<file path="src/rtl/dsu_pkg.sv">
// Shared types, constants and codes for the disjoint-set engine.
package dsu_pkg;

    localparam int MAX_ELEMS = 1024;
    localparam int IDX_W     = 10;
    localparam int SIZE_W    = 11;

    localparam logic [1:0] ACT_FIND  = 2'd0;
    localparam logic [1:0] ACT_UNION = 2'd1;
    localparam logic [1:0] ACT_CLEAR = 2'd2;

    typedef struct packed {
        logic [1:0]       action;
        logic [IDX_W-1:0] elem_a;
        logic [IDX_W-1:0] elem_b;
    } req_item_t;

    typedef struct packed {
        logic [IDX_W-1:0]  root;
        logic [SIZE_W-1:0] set_size;
        logic              merged;
        logic              bad_index;
    } rsp_item_t;

    typedef enum logic [1:0] {
        RES_FIND  = 2'd0,
        RES_UNION = 2'd1,
        RES_OK    = 2'd2,
        RES_BAD   = 2'd3
    } res_sel_t;

    typedef struct packed {
        logic     item_load;
        logic     walk_start;
        logic     sel_b;
        logic     walk_step;
        logic     comp_start;
        logic     comp_step;
        logic     save_ra;
        logic     size_rd_ra;
        logic     sa_load;
        logic     link_en;
        logic     res_load;
        res_sel_t res_sel;
        logic     out_load;
        logic     sweep_clr;
        logic     sweep_step;
        logic     sweep_all;
    } dsu_cmd_t;

    typedef struct packed {
        logic [1:0] req_action;
        logic       req_bad;
        logic       walk_hit;
        logic       comp_done;
        logic       sweep_done;
    } dsu_stat_t;

endpackage

</file>
<file path="src/rtl/dsu_ctrl.sv">
// Controller: sequences walks, compression, linking and clearing sweeps.
module dsu_ctrl
    import dsu_pkg::*;
(
    input  logic      clk,
    input  logic      rst_n,
    input  logic      req_valid,
    output logic      req_ready,
    output logic      rsp_valid,
    input  logic      rsp_ready,
    input  dsu_stat_t stat,
    output dsu_cmd_t  cmd
);

    typedef enum logic [10:0] {
        ST_INIT      = 11'b000_0000_0001,
        ST_IDLE      = 11'b000_0000_0010,
        ST_WALK_PRIME = 11'b000_0000_0100,
        ST_WALK      = 11'b000_0000_1000,
        ST_COMP_PRIME = 11'b000_0001_0000,
        ST_COMP      = 11'b000_0010_0000,
        ST_FIND_SIZE = 11'b000_0100_0000,
        ST_U_SIZE_A  = 11'b000_1000_0000,
        ST_U_SIZE_B  = 11'b001_0000_0000,
        ST_CLEAR     = 11'b010_0000_0000,
        ST_DONE      = 11'b100_0000_0000
    } state_t;

    state_t state_reg;
    state_t state_next;
    logic   union_reg;
    logic   union_next;
    logic   second_reg;
    logic   second_next;
    logic   rsp_valid_reg;
    logic   rsp_valid_next;

    assign req_ready = (state_reg == ST_IDLE);
    assign rsp_valid = rsp_valid_reg;

    always_comb
    begin
        state_next     = state_reg;
        union_next     = union_reg;
        second_next    = second_reg;
        rsp_valid_next = rsp_valid_reg;
        cmd            = '0;
        cmd.res_sel    = RES_OK;
        cmd.sel_b      = second_reg;
        if (rsp_valid_reg && rsp_ready)
        begin
            rsp_valid_next = 1'b0;
        end
        case (state_reg)
            ST_INIT:
            begin
                cmd.sweep_all = 1'b1;
                if (stat.sweep_done)
                begin
                    state_next = ST_IDLE;
                end
                else
                begin
                    cmd.sweep_step = 1'b1;
                end
            end
            ST_IDLE:
            begin
                if (req_valid)
                begin
                    cmd.item_load = 1'b1;
                    second_next   = 1'b0;
                    union_next    = (stat.req_action == ACT_UNION);
                    case (stat.req_action)
                        ACT_FIND, ACT_UNION:
                        begin
                            if (stat.req_bad)
                            begin
                                cmd.res_load = 1'b1;
                                cmd.res_sel  = RES_BAD;
                                state_next   = ST_DONE;
                            end
                            else
                            begin
                                state_next = ST_WALK_PRIME;
                            end
                        end
                        ACT_CLEAR:
                        begin
                            cmd.sweep_clr = 1'b1;
                            state_next    = ST_CLEAR;
                        end
                        default:
                        begin
                            cmd.res_load = 1'b1;
                            state_next   = ST_DONE;
                        end
                    endcase
                end
            end
            ST_WALK_PRIME:
            begin
                cmd.walk_start = 1'b1;
                state_next     = ST_WALK;
            end
            ST_WALK:
            begin
                cmd.walk_step = 1'b1;
                if (stat.walk_hit)
                begin
                    state_next = ST_COMP_PRIME;
                end
            end
            ST_COMP_PRIME:
            begin
                cmd.comp_start = 1'b1;
                state_next     = ST_COMP;
            end
            ST_COMP:
            begin
                cmd.comp_step = 1'b1;
                if (stat.comp_done)
                begin
                    if (!union_reg)
                    begin
                        state_next = ST_FIND_SIZE;
                    end
                    else if (!second_reg)
                    begin
                        cmd.save_ra = 1'b1;
                        second_next = 1'b1;
                        state_next  = ST_WALK_PRIME;
                    end
                    else
                    begin
                        cmd.size_rd_ra = 1'b1;
                        state_next     = ST_U_SIZE_A;
                    end
                end
            end
            ST_FIND_SIZE:
            begin
                cmd.res_load = 1'b1;
                cmd.res_sel  = RES_FIND;
                state_next   = ST_DONE;
            end
            ST_U_SIZE_A:
            begin
                // size of the second root is read while the first is captured
                cmd.sa_load = 1'b1;
                state_next  = ST_U_SIZE_B;
            end
            ST_U_SIZE_B:
            begin
                cmd.link_en  = 1'b1;
                cmd.res_load = 1'b1;
                cmd.res_sel  = RES_UNION;
                state_next   = ST_DONE;
            end
            ST_CLEAR:
            begin
                if (stat.sweep_done)
                begin
                    cmd.res_load = 1'b1;
                    state_next   = ST_DONE;
                end
                else
                begin
                    cmd.sweep_step = 1'b1;
                end
            end
            ST_DONE:
            begin
                if (!rsp_valid_reg || rsp_ready)
                begin
                    cmd.out_load   = 1'b1;
                    rsp_valid_next = 1'b1;
                    state_next     = ST_IDLE;
                end
            end
            default:
            begin
                state_next = ST_IDLE;
            end
        endcase
    end

    always_ff @(posedge clk or negedge rst_n)
    begin
        if (!rst_n)
        begin
            state_reg     <= ST_INIT;
            union_reg     <= 1'b0;
            second_reg    <= 1'b0;
            rsp_valid_reg <= 1'b0;
        end
        else
        begin
            state_reg     <= state_next;
            union_reg     <= union_next;
            second_reg    <= second_next;
            rsp_valid_reg <= rsp_valid_next;
        end
    end

endmodule

</file>
<file path="config.mk">
export PLATFORM = sky130hd
export DESIGN_NAME = dsu_ctrl
export DESIGN_NICKNAME = d
export VERILOG_FILES = /design/src/rtl/dsu_pkg.sv /design/src/rtl/dsu_ctrl.sv
export SDC_FILE = /design/constraint.sdc
export NUM_CORES = 1
export LEC_CHECK = 0
export CAP_MARGIN = 20
export CORE_MARGIN = 3
export CORE_UTILIZATION = 27
export CTS_BUF_LIST = sky130_fd_sc_hd__clkbuf_8 sky130_fd_sc_hd__clkbuf_16
export DETAILED_ROUTE_END_ITERATION = 8
export DONT_BUFFER_PORTS = 1
export GPL_TIMING_DRIVEN = 0
export HOLD_SLACK_MARGIN = 0.06
export PLACE_DENSITY = 0.51
export SLEW_MARGIN = 25
export SYNTH_ARGS = -nofsm -noshare
export SYNTH_HDL_FRONTEND = slang
export SYNTH_SLANG_ARGS = --single-unit
</file>
<file path="constraint.sdc">
create_clock -name clk -period 2.9 [get_ports clk]
set_input_delay 0.435 -clock clk [delete_from_list [all_inputs] [get_ports clk]]
set_output_delay 0.435 -clock clk [all_outputs]
set_load 0.03 [all_outputs]
</file>
**Word-level counts from Yosys, hierarchy flattened**

Index checks and enable logic that the tools add are counted.

- Output and inout port bits: 19
- Memories kept: 0
- Input bits: 10
- RAM bits: 0
- Flip-flop bits (word level): 14
- Memory bits (read-only): 0
- Latch bits: 0

- Equal/unequal tests: 20
- Add/subtract/negate cells: 0
- Bitwise operators: 0
- Shift-type cells: 0
- Mux-type cells: 45
- Order comparisons: 0
- Multipliers: 0
- Reductions and logical operators: 11
- Div/mod/pow operators: 0

Operators with widths:

| kind | count |
|---|---|
| one-hot mux 11 bit (10 select lines) | 1 |
| 2-to-1 mux 11 bit | 8 |
| 2-to-1 mux 1 bit | 24 |
| one-hot mux 11 bit (2 select lines) | 1 |
| != test 2 bit (second input constant) | 7 |
| == test 11 x 1 -> 1 bit (second input constant) | 1 |
| == test 11 x 10 -> 1 bit (second input constant) | 1 |
| == test 11 bit (second input constant) | 1 |
| == test 11 x 2 -> 1 bit (second input constant) | 1 |
| == test 11 x 3 -> 1 bit (second input constant) | 1 |
| == test 11 x 4 -> 1 bit (second input constant) | 1 |
| == test 11 x 5 -> 1 bit (second input constant) | 1 |
| == test 11 x 6 -> 1 bit (second input constant) | 1 |
| == test 11 x 7 -> 1 bit (second input constant) | 1 |
| == test 11 x 8 -> 1 bit (second input constant) | 1 |
| == test 11 x 9 -> 1 bit (second input constant) | 1 |
| 2-to-1 mux 3 bit | 3 |
| 2-to-1 mux 8 bit | 1 |
| 2-to-1 mux 2 bit | 3 |
| one-hot mux 2 bit (3 select lines) | 1 |
| AND reduction 6 bit | 1 |
| OR reduction 2 bit | 3 |
| one-hot mux 1 bit (2 select lines) | 2 |
| AND reduction 4 bit | 1 |
| 9 further kinds | 9 |

**Longest topological paths before layout**

- Word-level depth: 5
- Mapped depth: 6

**Worst setup path after synthesis**

Ideal clock, no wire load.

- Path type: register to output
- Start point: register state_reg[2]
- End point: output cmd[4] (netlist bit)
- Data required time: 2465 ps
- Arrival: 2324 ps
- Stages on the path, launching flop included: 6
- Path buffers: 1
- Path slack: 141 ps
- Cells stage by stage: dfrtp_1 -> buf_6 -> nor3_1 -> nand2_1 -> nor4_1 -> o21bai_1

RTL lines:

| what | RTL line | source |
|---|---|---|
| from (decl) | dsu_ctrl.sv:29 | `state_t state_reg;` |
| from (signal assigned) | dsu_ctrl.sv:199 | `state_reg <= state_next;` |
| to (decl) | dsu_ctrl.sv:12 | `output dsu_cmd_t cmd` |

==> out/metrics.cfg <==
[sta]
slew_violations = 0
maxClockFrequency_ghz = 0.364
finalHoldViolations = 0
slew_headroom = 0.381
fin_crit_sh = 0.946
worst_slew_pin_slew_ns = 0.922
rsz0062_at_grt = yes
fin_worst_skew_ns = 0.00449
layout_min_cycle_time_ns = 2.74
setup_viol = 0

[placed_design]
io_buffers = 0
dp_hpwl_um = 2080
place.gp.congestion = 0.799
post_dp_cell_area_um2 = 1130

[global_routing]
grt_max_degree = 15
grt_pass1_wl_um = 4550
antenna_found_initial = 0
overflow = 0
first_global_vias = 865
track_usage = 0.133

[power_and_ir_drop]
cellPowerDensity_nw_per_um2 = 673
p_leak_nw = 0.487
finalPower_uw = 802
irDropWorstVdd_mv = 0.277

[min_path]
hold_path_class = primary input to flip-flop

[drt]
wl_per_cell_um = 16.6
firstDrtPassIters = 4
vias = 916
ant_nets = 0
drt_iter0_drc = 78
route.detailed.drc = 0
vias_per_cell = 5.49
drt-total-wl_um = 2770

[die]
coreArea_um2 = 3720
initial_core_util = 0.284
fp-row-count = 22
die_h_um = 68.5
die_area_um2 = 4700
ios = 29
die_x_um = 68.5

[critical_path]
crit_family = simple AND/OR/NAND/NOR gates
arrival_ns = 2.31
cpMaxStageDelayCell = nor4_2
cp_num_buf_inv = 1
max_stage_delay_ns = 0.55
path_max_fanout = 8
worst_setup_path_end_kind = output pin
start_kind = flip-flop
path_class = flip-flop to output pin
crit_chain = nor4_2 -> nand4_1 -> inv_1 -> nand3_2 -> nor2_1
worstPathRequired_ns = 2.47

[logic_synthesis]
synth_ff_type = dfrtp_1
ys_seq_area_frac = 0.333
synthCells = 114
yosysUniqueCellTypes = 52
ys_top_cells_by_area = dfrtp_1, nor2_1, nand2b_1, buf_4, nand2_1
synthArstFlopShare = 1.00
synth_commonest_cells = dfrtp_1, nor2_1, nand2_1, nand2b_1, o21ai_0
synth_nets = 124
yosys_warnings = 0
synth_top_area_cell = dfrtp_1
syn_area_um2 = 1060
ys_ff_latch = 14
yosysTopAreaCellShare = 0.308
syn_area_per_cell_um2 = 9.26
synth_edf_count = 0
synth.most_common_cell = dfrtp_1

[cells_and_area]
n_fill_cell = 397
largest_reg_flops = 11
antenna_cells = 0
drive_above_1_share = 0.202
fin_nets = 130
area_delta_synth_final_pct = 12.9
fin_area_um2 = 1190

[clocking]
clk_latency_ns = 0.25
cts_tree = done
cts_sinks = 14
cts.reportedPaths.clkPinSlew_ns = 0.06
cts_buffer_depth = 2
numCtsBuffers = 3
clockRootBuffer = clkbuf_8
h-tree-depth = 1

[run]
max_cap_viol_count = 0

[outcome]
outcome = finished, final reports clean

layout make-up:
class | instances | area, um2 | area share
Multi-Input combinational cell | 90 | 658 | 0.552
Sequential cell | 14 | 352 | 0.295
Tap cell | 48 | 60.1 | 0.0504
Buffer | 6 | 52.6 | 0.0441
Clock buffer | 3 | 41.3 | 0.0346
Inverter | 4 | 15.0 | 0.0126
Timing Repair Buffer | 1 | 10.0 | 0.00839
Clock inverter | 1 | 3.75 | 0.00315
metrics by stage:
| stage | hold WS (ns) | setup TNS (ns) | std cells | utilization | worst slack [ns] |
|---|---|---|---|---|---|
| 3_3_place_gp | 0.140 | -0.217 | 162 | 0.300 | -0.217 |
| 4_1_cts | 0.288 | 0 | 167 | 0.321 | 0.00851 |
| 2_1_floorplan | 0.139 | 0 | 114 | - | 0.141 |
| 5_1_grt | 0.306 | -0.0853 | 167 | 0.321 | -0.0397 |
| 6_report | 0.291 | 0 | 167 | 0.321 | 0.155 |
| 3_5_place_dp | 0.140 | 0 | 162 | 0.304 | 0.265 |
power breakdown:
group	internal (mW)	switching [mW]	total [mW]	leakage, nW
sequential	0.224	0.0466	0.270	0.187
combinational	0.124	0.239	0.363	0.273
clock	0.0937	0.0753	0.169	0.0269
layer usage:
metal | GRT usage | vias to the layer above | part of all wire
met5 | 0 | - | 0
met4 | 0.0298 | 0 | 0.0061
met3 | 0.0470 | 2 | 0.083
met2 | 0.203 | 31 | 0.46
met1 | 0.180 | 441 | 0.45
li1 | - | 442 | -
path summary, 6_finish.rpt:
path                            depth (start not counted)  slack (ns)            to    startpoint
worst max-delay path                                    5        0.16       cmd[10]  state_reg[1]
worst min-delay path                                    2        0.29  state_reg[6]       stat[1]
worst max register to register                          4        0.67  state_reg[9]  state_reg[4]
worst min register to register                          1        0.50  state_reg[6]     union_reg
max in group asynchronous                               1        1.79     rsp_valid         rst_n
min in group asynchronous                               1        0.67  state_reg[5]         rst_n
cell usage in the layout (no fill, tap or decap), drive strengths merged, types with 2 or more instances in the layout:
| cell | instances |
|---|---|
| xor2 | 2 |
| o2111ai | 2 |
| nor2b | 2 |
| o31ai | 3 |
| and3 | 3 |
| nor3b | 3 |
| nor4 | 5 |
| inv | 5 |
| dfrtp | 13 |
| o21ai | 5 |
| nor3 | 4 |
| nand4 | 3 |
| nor2 | 13 |
| clkbuf | 3 |
| nand2 | 8 |
| buf | 6 |
| nand2b | 6 |
| nor4b | 4 |
| nand3 | 4 |
what timing repair did:
| action | in CTS | in global routing |
|---|---|---|
| endpoints found under the hold margin | 14 | 0 |
| buffers inserted | 0 | 0 |
| resized for setup | 1 | 1 |
| hold buffers | 1 | 0 |
| endpoints found under the setup margin | 1 | 4 |
cell families after synthesis:
logic type	synth area share
xor+xnor	0.0249
flops	0.333
compound gates	0.177
buf+inv	0.0640
simple gates	0.392
mux	0.00948
Power figures use the tool's default switching activity.
